===== src/design/utf8d_pkg.sv =====
// shared types and constants of the utf-8 validating decoder
package utf8d_pkg;

	localparam int unsigned ByteW  = 8;
	localparam int unsigned CountW = 3;
	localparam int unsigned AccW   = 31;
	localparam int unsigned CpW    = 21;

	localparam logic [AccW-1:0] MinLen1   = AccW'(32'h0000_0080);
	localparam logic [AccW-1:0] MinLen2   = AccW'(32'h0000_0800);
	localparam logic [AccW-1:0] MinLen3   = AccW'(32'h0001_0000);
	localparam logic [AccW-1:0] MinLen4   = AccW'(32'h0020_0000);
	localparam logic [AccW-1:0] MinLen5   = AccW'(32'h0400_0000);
	localparam logic [AccW-1:0] LineSep   = AccW'(32'h0000_2028);
	localparam logic [AccW-1:0] ParaSep   = AccW'(32'h0000_2029);
	localparam logic [AccW-1:0] C1End     = AccW'(32'h0000_00A0);
	localparam logic [AccW-1:0] SurLo     = AccW'(32'h0000_D800);
	localparam logic [AccW-1:0] SurEnd    = AccW'(32'h0000_E000);
	localparam logic [AccW-1:0] MaxCp     = AccW'(32'h0010_FFFF);
	localparam logic [AccW-1:0] TagLo     = AccW'(32'h000E_0000);
	localparam logic [AccW-1:0] TagHi     = AccW'(32'h000E_007F);
	localparam logic [AccW-1:0] Bom       = AccW'(32'h0000_FEFF);
	localparam logic [AccW-1:0] NonCharA  = AccW'(32'h0000_FFFE);
	localparam logic [AccW-1:0] NonCharB  = AccW'(32'h0000_FFFF);
	localparam logic [CpW-1:0]  NelCp     = CpW'(32'h0000_0085);
	localparam logic [CpW-1:0]  ReplCp    = CpW'(32'h0000_FFFD);

	typedef enum logic [1:0] {
		ST_VALID   = 2'd0,
		ST_NONE    = 2'd1,
		ST_INVALID = 2'd2,
		ST_TRUNC   = 2'd3
	} status_t;

	typedef struct packed {
		logic [CountW-1:0] bytes_left;
		logic [CountW-1:0] seq_length;
		logic [AccW-1:0]   accum_value;
	} dec_state_t;

	typedef struct packed {
		status_t          status;
		logic [CpW-1:0]   code_point;
	} dec_result_t;

endpackage


===== src/design/utf8d_check.sv =====
// final checks on a completed sequence value
module utf8d_check
	import utf8d_pkg::*;
(
	input  logic [AccW-1:0]   value,
	input  logic [CountW-1:0] seq_length,
	output dec_result_t       result
);

	logic overlong;

	always_comb begin
		overlong = (value < MinLen1)
			|| (value < MinLen2 && seq_length >= CountW'(2))
			|| (value < MinLen3 && seq_length >= CountW'(3))
			|| (value < MinLen4 && seq_length >= CountW'(4))
			|| (value < MinLen5 && seq_length >= CountW'(5));
	end

	always_comb begin
		result.status     = ST_VALID;
		result.code_point = '0;
		priority if (overlong) begin
			result.status = ST_INVALID;
		end else if (value == LineSep || value == ParaSep) begin
			result.code_point = NelCp;
		end else if (value < C1End) begin
			result.code_point = ReplCp;
		end else if (value >= SurLo && value < SurEnd) begin
			result.status = ST_INVALID;
		end else if (value > MaxCp) begin
			result.status = ST_INVALID;
		end else if (value >= TagLo && value <= TagHi) begin
			result.status = ST_NONE;
		end else if (value == Bom) begin
			result.status = ST_NONE;
		end else if (value == NonCharA || value == NonCharB) begin
			result.status = ST_INVALID;
		end else begin
			result.code_point = value[CpW-1:0];
		end
	end

endmodule


===== src/design/utf8d_step.sv =====
// per-byte decode: next sequence state and the result of one item
module utf8d_step
	import utf8d_pkg::*;
(
	input  logic [ByteW-1:0] in_byte,
	input  dec_state_t       cur,
	output dec_state_t       nxt,
	output dec_result_t      result
);

	logic [AccW-1:0]   acc_shift;
	logic [CountW-1:0] left_dec;
	dec_result_t       fin;

	assign acc_shift = {cur.accum_value[AccW-7:0], in_byte[5:0]};
	assign left_dec  = cur.bytes_left - CountW'(1);

	utf8d_check u_check (
		.value      (acc_shift),
		.seq_length (cur.seq_length),
		.result     (fin)
	);

	always_comb begin
		nxt               = cur;
		result.status     = ST_NONE;
		result.code_point = '0;
		if (cur.bytes_left == '0) begin
			priority if (in_byte[7] == 1'b0) begin
				result.status     = ST_VALID;
				result.code_point = CpW'(in_byte);
			end else if (in_byte[7:5] == 3'b110) begin
				nxt.bytes_left  = CountW'(1);
				nxt.seq_length  = CountW'(1);
				nxt.accum_value = AccW'(in_byte[4:0]);
			end else if (in_byte[7:4] == 4'b1110) begin
				nxt.bytes_left  = CountW'(2);
				nxt.seq_length  = CountW'(2);
				nxt.accum_value = AccW'(in_byte[3:0]);
			end else if (in_byte[7:3] == 5'b11110) begin
				nxt.bytes_left  = CountW'(3);
				nxt.seq_length  = CountW'(3);
				nxt.accum_value = AccW'(in_byte[2:0]);
			end else if (in_byte[7:2] == 6'b111110) begin
				nxt.bytes_left  = CountW'(4);
				nxt.seq_length  = CountW'(4);
				nxt.accum_value = AccW'(in_byte[1:0]);
			end else if (in_byte[7:1] == 7'b1111110) begin
				nxt.bytes_left  = CountW'(5);
				nxt.seq_length  = CountW'(5);
				nxt.accum_value = AccW'(in_byte[0]);
			end else begin
				result.status = ST_INVALID;
			end
		end else if (in_byte[7:6] != 2'b10) begin
			// byte not consumed, source presents it again
			nxt.bytes_left = '0;
			result.status  = ST_TRUNC;
		end else begin
			nxt.accum_value = acc_shift;
			nxt.bytes_left  = left_dec;
			if (left_dec == '0) begin
				result = fin;
			end
		end
	end

endmodule


===== src/design/utf8_validating_decoder.sv =====
// top level of the utf-8 validating decoder: input register, decode, result register
//
// Byte channel: byte_valid, byte_stall, in_byte. A byte is taken at a rising
// edge with byte_valid high and byte_stall low.
// Result channel: res_valid, res_stall, status, code_point. Every byte gives
// exactly one result item, in order.
// A taken byte waits in the input register, and its result then waits in the
// result register until it is taken.
// Throughput: one byte per cycle while res_stall does not hold a result; the
// sequence state is updated by the decode logic between the two registers in
// the same cycle, so consecutive bytes need no gap.
// When res_stall is high with a result waiting, the result holds, the byte in
// the input register waits and byte_stall rises, so at most two items are
// held inside. A status of truncated means the byte was not consumed and must
// be sent again.
// Reset clears both valid flags and the sequence state (idle, empty value).
module utf8_validating_decoder
	import utf8d_pkg::*;
(
	input  logic                 clk,
	input  logic                 arst_n,
	input  logic                 byte_valid,
	output logic                 byte_stall,
	input  logic [ByteW-1:0]     in_byte,
	output logic                 res_valid,
	input  logic                 res_stall,
	output logic [1:0]           status,
	output logic [CpW-1:0]       code_point
);

	logic        valid_s1;
	logic [ByteW-1:0] byte_s1;
	logic        valid_s2;
	dec_result_t result_s2;
	dec_state_t  state_q;
	dec_state_t  state_nxt;
	dec_result_t result_nxt;
	logic        s2_free;
	logic        s1_move;
	logic        take;

	assign s2_free    = !valid_s2 || !res_stall;
	assign s1_move    = valid_s1 && s2_free;
	assign byte_stall = valid_s1 && !s2_free;
	assign take       = byte_valid && !byte_stall;

	utf8d_step u_step (
		.in_byte (byte_s1),
		.cur     (state_q),
		.nxt     (state_nxt),
		.result  (result_nxt)
	);

	always_ff @(posedge clk or negedge arst_n) begin
		if (!arst_n) begin
			valid_s1 <= 1'b0;
			valid_s2 <= 1'b0;
			state_q  <= '0;
		end else begin
			if (take) begin
				valid_s1 <= 1'b1;
			end else if (s1_move) begin
				valid_s1 <= 1'b0;
			end
			if (s2_free) begin
				valid_s2 <= valid_s1;
			end
			if (s1_move) begin
				state_q <= state_nxt;
			end
		end
	end

	always_ff @(posedge clk) begin
		if (take) begin
			byte_s1 <= in_byte;
		end
		if (s1_move) begin
			result_s2 <= result_nxt;
		end
	end

	assign res_valid  = valid_s2;
	assign status     = result_s2.status;
	assign code_point = result_s2.code_point;

endmodule

===== config.mk =====
export PLATFORM = sky130hd
export DESIGN_NAME = utf8_validating_decoder
export DESIGN_NICKNAME = d
export VERILOG_FILES = /design/src/design/utf8d_pkg.sv /design/src/design/utf8d_check.sv /design/src/design/utf8d_step.sv /design/src/design/utf8_validating_decoder.sv
export SDC_FILE = /design/constraint.sdc
export NUM_CORES = 1
export LEC_CHECK = 0
export ABC_AREA = 1
export BUFFER_PORTS_ARGS = -buffer_cell sky130_fd_sc_hd__buf_4
export CORE_ASPECT_RATIO = 0.6
export CORE_MARGIN = 2
export CORE_UTILIZATION = 40
export DETAILED_ROUTE_END_ITERATION = 8
export GPL_ROUTABILITY_DRIVEN = 1
export PLACE_DENSITY = 0.64
export SLEW_MARGIN = 20
export SYNTH_ARGS = -nofsm -noshare
export SYNTH_HDL_FRONTEND = slang
export SYNTH_SLANG_ARGS = --single-unit

===== constraint.sdc =====
create_clock -name clk -period 1.78 [get_ports clk]
set_clock_uncertainty 0.05 [all_clocks]
set_input_delay 0.445 -clock clk [delete_from_list [all_inputs] [get_ports clk]]
set_output_delay 0.445 -clock clk [all_outputs]
set_load 0.02 [all_outputs]

# ---- After elaboration in Yosys (flattened, before gate mapping)
# Index checks and enable logic that the tools add are counted.
dict set report totals {
  reg_bits 64
  input_bits 12
  word_cells 104
  out_inout_bits 25
}
dict set report classes {
  n_eq_ne 14
  add_sub_neg 1
  n_lt_le_gt_ge 15
  reduce_logical 27
  muxes 39
}
# operator n
set ops {}
lappend ops {{two-way mux 37 bit} 6}
lappend ops {{two-way mux 21 bit} 9}
lappend ops {{equality test 31 x 16 -> 1 bit, second input constant} 3}
lappend ops {{equality test 31 x 14 -> 1 bit, second input constant} 2}
lappend ops {{< comparator 31 x 8 -> 1 bit, second input constant} 2}
lappend ops {{two-way mux 25 bit} 2}
lappend ops {{two-way mux 23 bit} 2}
lappend ops {{greater-or-equal comparator 31 x 16 -> 1 bit, second input constant} 1}
lappend ops {{greater-or-equal comparator 31 x 20 -> 1 bit, second input constant} 1}
lappend ops {{greater-than comparator 31 x 21 -> 1 bit, second input constant} 1}
lappend ops {{<= comparator 31 x 20 -> 1 bit, second input constant} 1}
lappend ops {{< comparator 31 x 12 -> 1 bit, second input constant} 1}
lappend ops {{< comparator 31 x 16 -> 1 bit, second input constant} 1}
lappend ops {{< comparator 31 x 17 -> 1 bit, second input constant} 1}
lappend ops {{< comparator 31 x 22 -> 1 bit, second input constant} 1}
lappend ops {{< comparator 31 x 27 -> 1 bit, second input constant} 1}
lappend ops {{two-way mux 2 bit} 15}
lappend ops {{logical AND 1 bit} 9}
lappend ops {{AND reduction 4 bit} 2}
lappend ops {{equality test 7 bit, second input constant} 1}
lappend ops {{logical OR 1 bit} 7}
lappend ops {{two-way mux 7 bit} 1}
lappend ops {{equality test 6 bit, second input constant} 1}
lappend ops {{greater-or-equal comparator 3 x 2 -> 1 bit, second input constant} 2}
lappend ops {{other kinds (15)} 23}

# ---- Longest topological paths before layout
# Gate-level depths: netlist (run 1).
dict set report depth {
  depth_word 13
  depth_mapped 14
  mapped_depth_nobuf 13
}

# ---- Cells and area by module
# From an unflattened synthesis (run 1), not the netlist that was laid out.
dict set report hier_totals {
  hier_cells 623
  hier_area_um2 4699.5
}
# mod cells_per_inst seq_area_each_um2 instances area_each_um2
set modules_own_cells {}
lappend modules_own_cells {utf8_validating_decoder 203 1906.8 1 2493.6}
lappend modules_own_cells {utf8d_step 207 0.0 1 1182.4}
lappend modules_own_cells {utf8d_check 213 0.0 1 1023.5}

# ---- Worst setup path after synthesis (run 1)
# No wires, ideal clock.
dict set report synth_timing {
  path_type {register to register}
  startpoint {reg state_q[34] in the netlist's numbering}
  endpoint {reg result_s2 (netlist bit code_point[10]), data pin}
  t_arrival_ns 1.577
  required_time_ns 1.463
  path_slack_ns -0.114
  n_path_buf 0
  setup_ns 0.267
  period_less_slack_ns 1.894
  path_stages_with_launch 12
  cell_sequence {dfrtp_1 > inv_1 > ha_1 > inv_1 > nor2_1 > nor2_1 > inv_2 > nor2_2 > nand3_1 > nor2_2 > inv_2 > a21oi_1}
}
dict set report synth_between {
  elab_chain_cells 5
  elab_cells_between_ends 6
  cone_classes {1 x add/sub; 3 x mux; 2 x reduce/logical}
}
# item line_no
set synth_rtl {}
lappend synth_rtl {{start, declared} utf8_validating_decoder.sv:35} ;# dec_state_t state_q;
lappend synth_rtl {{start signal, assigned} utf8_validating_decoder.sv:69} ;# state_q <= state_nxt;
lappend synth_rtl {{subtractor 3 x 1 -> 3 bit} utf8d_step.sv:16} ;# assign left_dec = cur.bytes_left - CountW'(1);
lappend synth_rtl {{logical NOT 3 bit} utf8d_step.sv:62} ;# if (left_dec == '0) begin
lappend synth_rtl {{two-way mux 23 bit} utf8d_step.sv:62}
lappend synth_rtl {{two-way mux 21 bit} utf8d_step.sv:55} ;# end else if (in_byte[7:6] != 2'b10) begin
lappend synth_rtl {{two-way mux 23 bit *} utf8d_step.sv:28} ;# if (cur.bytes_left == '0) begin
lappend synth_rtl {{end signal, assigned} utf8_validating_decoder.sv:79} ;# result_s2 <= result_nxt;
lappend synth_rtl {{end, declared} utf8_validating_decoder.sv:34} ;# dec_result_t result_s2;
# Mark *: on every way between the ends. The rest lies on a longest branch, timed or not.
# A chain may end at the register's enable or synchronous reset.

==> results of run 1 <==
==> Yosys cell counts, types with 2 or more instances <==
cell	number	area share, %
nand2_1	172	19
nor2_1	52	5.6
inv_1	43	4.7
dfrtp_1	33	24
edfxtp_1	31	27
nand4_1	16	2.9
nor3_1	13	1.9
a21oi_1	12	1.7
nand3_1	12	1.7
o21ai_0	12	1.7
inv_2	7	0.76
nor2_2	6	1.1
o21ai_1	6	0.87
ha_1	3	1.1
buf_4	2	0.43
buf_6	2	0.65
nand2_2	2	0.36
nand2_4	2	0.65
nand3b_1	2	0.43
nor4_1	2	0.36
==> placed cells by master, fill, tap and decap left out, drive strengths merged, types with 3 or more instances in the layout <==
| master | synthesis | final |
|---|---|---|
| nand2 | 176 | 176 |
| o21ai | 18 | 18 |
| buf | 5 | 172 |
| edfxtp | 31 | 31 |
| inv | 50 | 49 |
| ha | 3 | 3 |
| nor3 | 13 | 13 |
| nor2 | 59 | 59 |
| nand4 | 17 | 17 |
| clkbuf | 2 | 16 |
| nand3 | 13 | 13 |
| a21oi | 13 | 13 |
| dfrtp | 33 | 33 |
==> cell families after synthesis <==
logic type,Yosys count
buf+inv,57
compound gates,36
xor+xnor,1
fa+ha+maj,3
flops,64
simple gates,284
==> final cells by class <==
type | count | area share, %
sequential | 64 | 30.1
multi-input combinational | 324 | 33.6
inverter | 50 | 3.53
clock buffer | 14 | 4.71
tap | 112 | 2.40
timing repair inverter | 1 | 0.128
clock inverter | 2 | 0.599
timing repair buffer | 174 | 25.0
==> report_power, final <==
part / internal [W] / total, W / switching, W
logic: 0.00264 / 0.00611 / 0.00347
registers: 0.00191 / 0.00220 / 0.000289
clock network: 0.00121 / 0.00186 / 0.000652
==> repair_timing <==
action                                  4_1_cts  5_1_grt
endpoints found under the hold margin         0        0
pin swaps                                    22       36
endpoints found under the setup margin       52       53
setup buffers                                16       22
cloned                                        1        3
resized for setup                            80       80
==> registers in the layout (all words and copies together), names as in the netlist <==
| signal | count |
|---|---|
| byte_s1 | 8 |
| status | 2 |
| res_valid | 1 |
| state_q | 31 |
| valid_s1 | 1 |
| code_point | 21 |
==> stage by stage <==
| step | utilization [%] | instances | hold WS (ps) | cell area (µm²) | setup WS (ps) |
|---|---|---|---|---|---|
| 6_report | 69.2 | 741 | -1.36 | 5850 | -190 |
| 5_1_grt | 69.2 | 741 | 21.5 | 5850 | -267 |
| 4_1_cts | 62.9 | 718 | 11.7 | 5320 | -127 |
| 3_5_place_dp | 54.5 | 685 | 376 | 4610 | -287 |
| 3_3_place_gp | 54.5 | 685 | 358 | 4610 | -273 |
| 2_1_floorplan | - | 445 | 99.4 | 3470 | 11.1 |
==> worst min path at each step <==
stage	cells past startpoint	to	slack [ps]	startpoint
5_1_grt	1	res_valid$_DFFE_PN0P_	20	arst_n
6_report	1	valid_s1$_DFFE_PN0P_	-1	arst_n
3_3_place_gp	1	valid_s1$_DFFE_PN0P_	360	arst_n
4_1_cts	1	valid_s1$_DFFE_PN0P_	10	arst_n
2_1_floorplan	0	res_valid$_DFFE_PN0P_	100	arst_n
3_5_place_dp	1	res_valid$_DFFE_PN0P_	380	arst_n
==> critical path, stage by stage (launching register included) <==
cell	delay, ps
dfrtp_1	390
inv_1	100
nand2_2	120
nor2_4	60
buf_4	120
nand3b_1	70
nand2_1	70
nand2_2	130
nand2_2	100
nor2_1	240
nand2_1	180
a21boi_2	180
==> layer usage <==
layer | track usage, % | vias to the layer above | routed length, µm
li1 | - | 1802 | -
met1 | 36.3 | 1763 | 5300
met2 | 36.8 | 117 | 5150
met3 | 7.41 | 21 | 905
met4 | 5.96 | 0 | 166
met5 | 0 | - | 0
==> metrics.txt, run 1 <==
status finished with violations; violated checks hold timing, setup timing; reg2reg path depth 11; DRC 0; total power density per cell area 1740 mW/mm²; layout cell share with drive strength beyond 1 50.2%; adder-cell share of the synthesized area 1.09%; Port Buffers 36; Nets roughly 640; drt wl/cell roughly 16 µm; Final WS setup -190 ps; Root Buffer clkbuf_16; syn nets 460; worst vdd ir 0.883 mV; vias in the first global route around 3,500; Clk pin slew, worst setup/hold paths 50 ps; die height about 76 µm; arrival time at the worst endpoint 2110 ps; Req. time, crit path 1920 ps; synthesized area per cell 7.77 µm²; drt pass-1 iters 5; worst flop-to-flop path startpoint state_q[10]$_DFFE_PN0P_; Tot Pwr roughly 0.010 W; CP startpoint kind register; area of the multi-input gates 0.00196 mm²; CTS Buf Count 9; Post-Synth XOR/XNOR Area 0.253%; Die X-Extent 124 µm; final setup fails 49; initial antenna violation count 0; Detailed Route WL 11,500 µm; clk buf depth 2; mux cell area share after synthesis 0%; Yosys warning count 0; Initial Util around 41%; register area share after synthesis between 50% and 60%; reg2reg setup slack -190 ps; largest family of logic cells by synthesized area simple AND/OR/NAND/NOR gates; fmax 508 MHz; DP HPWL 8080 µm; Core Rows 26; largest net degree at the start of global routing 34; Hold Violations, Final 2; Mapped Cells ~450; DIE AREA 0.00943 mm²; RSZ-0062 raised after global routing true; kind of critical path reg2reg; Hold WS -1.36 ps; setup_tns -6210 ps; fin. max-slew vios 0; Setup crit start state_q[10]$_DFFE_PN0P_; GPL Wtd Cong 0.903; clk_lat worst skew 340 ps; gr ovfl total 0; FF/Latch Area 0.00176 mm²; Max Cap Viol 0; Slew headroom 70.2%; fillcell total 673; Via-to-Cell Ratio 5.00; #FFs+latches synth 64; Post-synth EDFFs 31; vias post-DR 3,703; Lkg Pwr 2.87 nW; crit path to status[0]$_DFFE_PP_; slew of the pin with the lowest slew margin between 400 and 500 ps; Final Critical Period 1970 ps; FF-to-FF End status[0]$_DFFE_PP_; num ports 37; asr flop ratio synth 51.6%; H-Tree Depth 3; total clock sinks 64; ys flop type dfrtp_1; mapped cell area 0.00346 mm²; Routed Antenna Nets 0; CTS hold repair buffers 0; Critical Path Sink Type register; diode count 0; Total GRT Usage 25.0%; core area 0.00846 mm²; simple-gate share of the synthesized area between 30% and 40%; Cell variety after synth 35; DR iter-0 viols 265; Area growth syn-to-layout 69.1%; worst min path class in2async; Tcrit/Tclk final 111%; crit-path max FO 3; CTS tree built; first-pass GRT wire length between 15,000 and 20,000 µm; Synth Area in Compound Gates ~5.6%
No activity file was read; power rests on OpenSTA's default activity.
==> run 2, diff against run 1 <==
--- a/config.mk
+++ b/config.mk
@@ -11,8 +11,9 @@
 export CORE_MARGIN = 2
 export CORE_UTILIZATION = 40
 export DETAILED_ROUTE_END_ITERATION = 8
-export GPL_ROUTABILITY_DRIVEN = 1
-export PLACE_DENSITY = 0.64
+export GPL_ROUTABILITY_DRIVEN = 0
+export MAX_ROUTING_LAYER = met4
+export PLACE_DENSITY = 0.62
 export SLEW_MARGIN = 20
 export SYNTH_ARGS = -nofsm -noshare
 export SYNTH_HDL_FRONTEND = slang
==> constraint.sdc (replaced) <==
create_clock -name clk -period 2.2 [get_ports clk]
set_clock_uncertainty 0.05 [all_clocks]
set_input_delay 0.55 -clock clk [delete_from_list [all_inputs] [get_ports clk]]
set_output_delay 0.55 -clock clk [all_outputs]
set_load 0.02 [all_outputs]
==> run 2 against run 1 <==
Effect of this change:
- the run now ends clean
- largest power group unchanged
- clock power down 28%
- design area down 27%
- utilization is 19 points lower
- largest cell class is now sequential cells
- die area stayed put
- worst hold slack improved by 110 ps
- fmax is 5.9% lower
- critical path type unchanged
- first-iteration DRC count rose by 34%
==> metrics.txt, run 2 (synthesized netlist as in run 1, its figures left out) <==
status finished, final reports clean; num ports 37; Tcrit/Tclk final roughly 95%; CTS hold repair buffers 0; initial antenna violation count 0; CTS Buf Count 9; diode count 0; Core Rows 26; fin. max-slew vios 0; Hold Violations, Final 0; Nets between 500 and 600; total clock sinks 64; FF-to-FF End status[0]$_DFFE_PP_; Largest Register state_q; Via-to-Cell Ratio 5.07; CP peak stage delay approximately 470 ps; Final WS setup 107 ps; crit-path max FO 6; drt pass-1 iters 6; core area 0.00846 mm²; DP HPWL 6670 µm; commonest non-fill, non-tap cells in the layout 171 x nand2_1, 51 x nor2_1, 46 x buf_4; first-pass GRT wire length 14,800 µm; Tot Pwr roughly 0.0058 W; total power density per cell area between 1000 and 1500 mW/mm²; slew of the pin with the lowest slew margin about 450 ps; CTS tree built; Req. time, crit path 2320 ps; crit path buf inv count 1; CP startpoint kind register; vias post-DR 3,113; Initial Util 40.9%; Routed Antenna Nets 0; Lkg Pwr 2.10 nW; Max Cap Viol 0; most used cell, CP nand2_1; Total GRT Usage 21.3%; drt wl/cell 14.9 µm; crit path cell chain inv_1 > nand2_1 > nor2_2 > nand2_1 > nor2_1 > nand2_1 > nand2_1 > nand2_2 > o21ai_1 > nand2_1 > a21boi_1; worst vdd ir 0.642 mV; Clk pin slew, worst setup/hold paths 50 ps; reg2reg setup slack 110 ps; Placed Instances 597; placed cell area roughly 0.0039 mm²; slowest stage cell on the critical path dfrtp_1; Die X-Extent 124 µm; post-route insts no fill 614; DIE AREA 0.00943 mm²; worst flop-to-flop path startpoint state_q[8]$_DFFE_PN0P_; leading cell type in the layout, fill and taps excluded nand2_1; Final Critical Period between 2000 and 2500 ps; Final Instance Area 0.00428 mm²; gr ovfl total 0; worst min path class in2async; DR iter-0 viols 356; kind of critical path reg2reg; H-Tree Depth 3; vias in the first global route 2,970; clk buf depth 2; Port Buffers 36; pre-CTS setup slack 10.8 ps; max reg flops 31; layout cell share with drive strength beyond 1 18.3%; Root Buffer clkbuf_16; final setup fails 0; clk_lat worst skew between 300 and 400 ps; Critical Path Sink Type register; reg2reg path depth 11; fmax 478 MHz; DRC 0; die height 76.0 µm; largest net degree at the start of global routing 34; arrival time at the worst endpoint about 2200 ps; Detailed Route WL 9160 µm; Slew headroom 69.6%; Top delay family on crit path simple AND/OR/NAND/NOR gates; Area growth syn-to-layout 23.6%
[run 2: layout make-up]
class,count,area (µm²)
Clock buffer,10,229
Sequential cell,64,1760
Tap cell,112,140
Multi-Input combinational cell,324,1510
Timing Repair Buffer,49,405
Inverter,50,188
Clock inverter,5,48.8
Fill cell,839,4180
[run 2: routing by layer]
layer  track usage, %  routed length, µm  up-vias
met5                -                  0        -
met4             7.08                105        0
met3             8.23                767       11
met2             27.5               3800      125
met1             30.4               4500     1439
li1                 -                  -     1538
[run 2: report_power, final]
group	leakage [nW]	switching, W	internal (W)
clock network	0.140	0.000482	0.000859
logic	1.21	0.00173	0.000857
registers	0.743	0.000306	0.00154
total	2.10	0.00251	0.00326
[run 2: worst max-delay path by stage]
stage                             from                      endpoint  cells after the start  slack (ps)
4_1_cts        state_q[34]$_DFFE_PN0P_  code_point[10]$_SDFFCE_PP0P_                      9          60
3_5_place_dp   state_q[34]$_DFFE_PN0P_  code_point[10]$_SDFFCE_PP0P_                      9          10
3_3_place_gp   state_q[34]$_DFFE_PN0P_   code_point[9]$_SDFFCE_PP0P_                      9         190
2_1_floorplan                res_stall       state_q[14]$_DFFE_PN0P_                      7         270
6_report        state_q[8]$_DFFE_PN0P_           status[0]$_DFFE_PP_                     11         110
5_1_grt         state_q[8]$_DFFE_PN0P_           status[0]$_DFFE_PP_                     11         -20
[run 2: what timing repair did]
action                     4_1_cts  5_1_grt
pin swaps                        0        3
setup buffers                    0        2
gates resized for setup          1       10
setup endpoints to repair        1       23
[run 2: stage by stage]
| stage | utilization (%) | setup TNS [ps] | hold WS, ps |
|---|---|---|---|
| 2_1_floorplan | - | 0 | 204 |
| 3_3_place_gp | 46.4 | 0 | 412 |
| 3_5_place_dp | 46.4 | 0 | 416 |
| 4_1_cts | 49.7 | 0 | 126 |
| 5_1_grt | 50.5 | -38.6 | 145 |
| 6_report | 50.5 | 0 | 110 |
[run 2: worst reg2reg max path, stage by stage (launching register included)]
cell      delay (ps)
dfrtp_1          470
inv_1            140
nand2_1          100
nor2_2           190
nand2_1          100
nor2_1           140
nand2_1           60
nand2_1          110
nand2_2          130
o21ai_1          130
nand2_1          110
a21boi_1         190
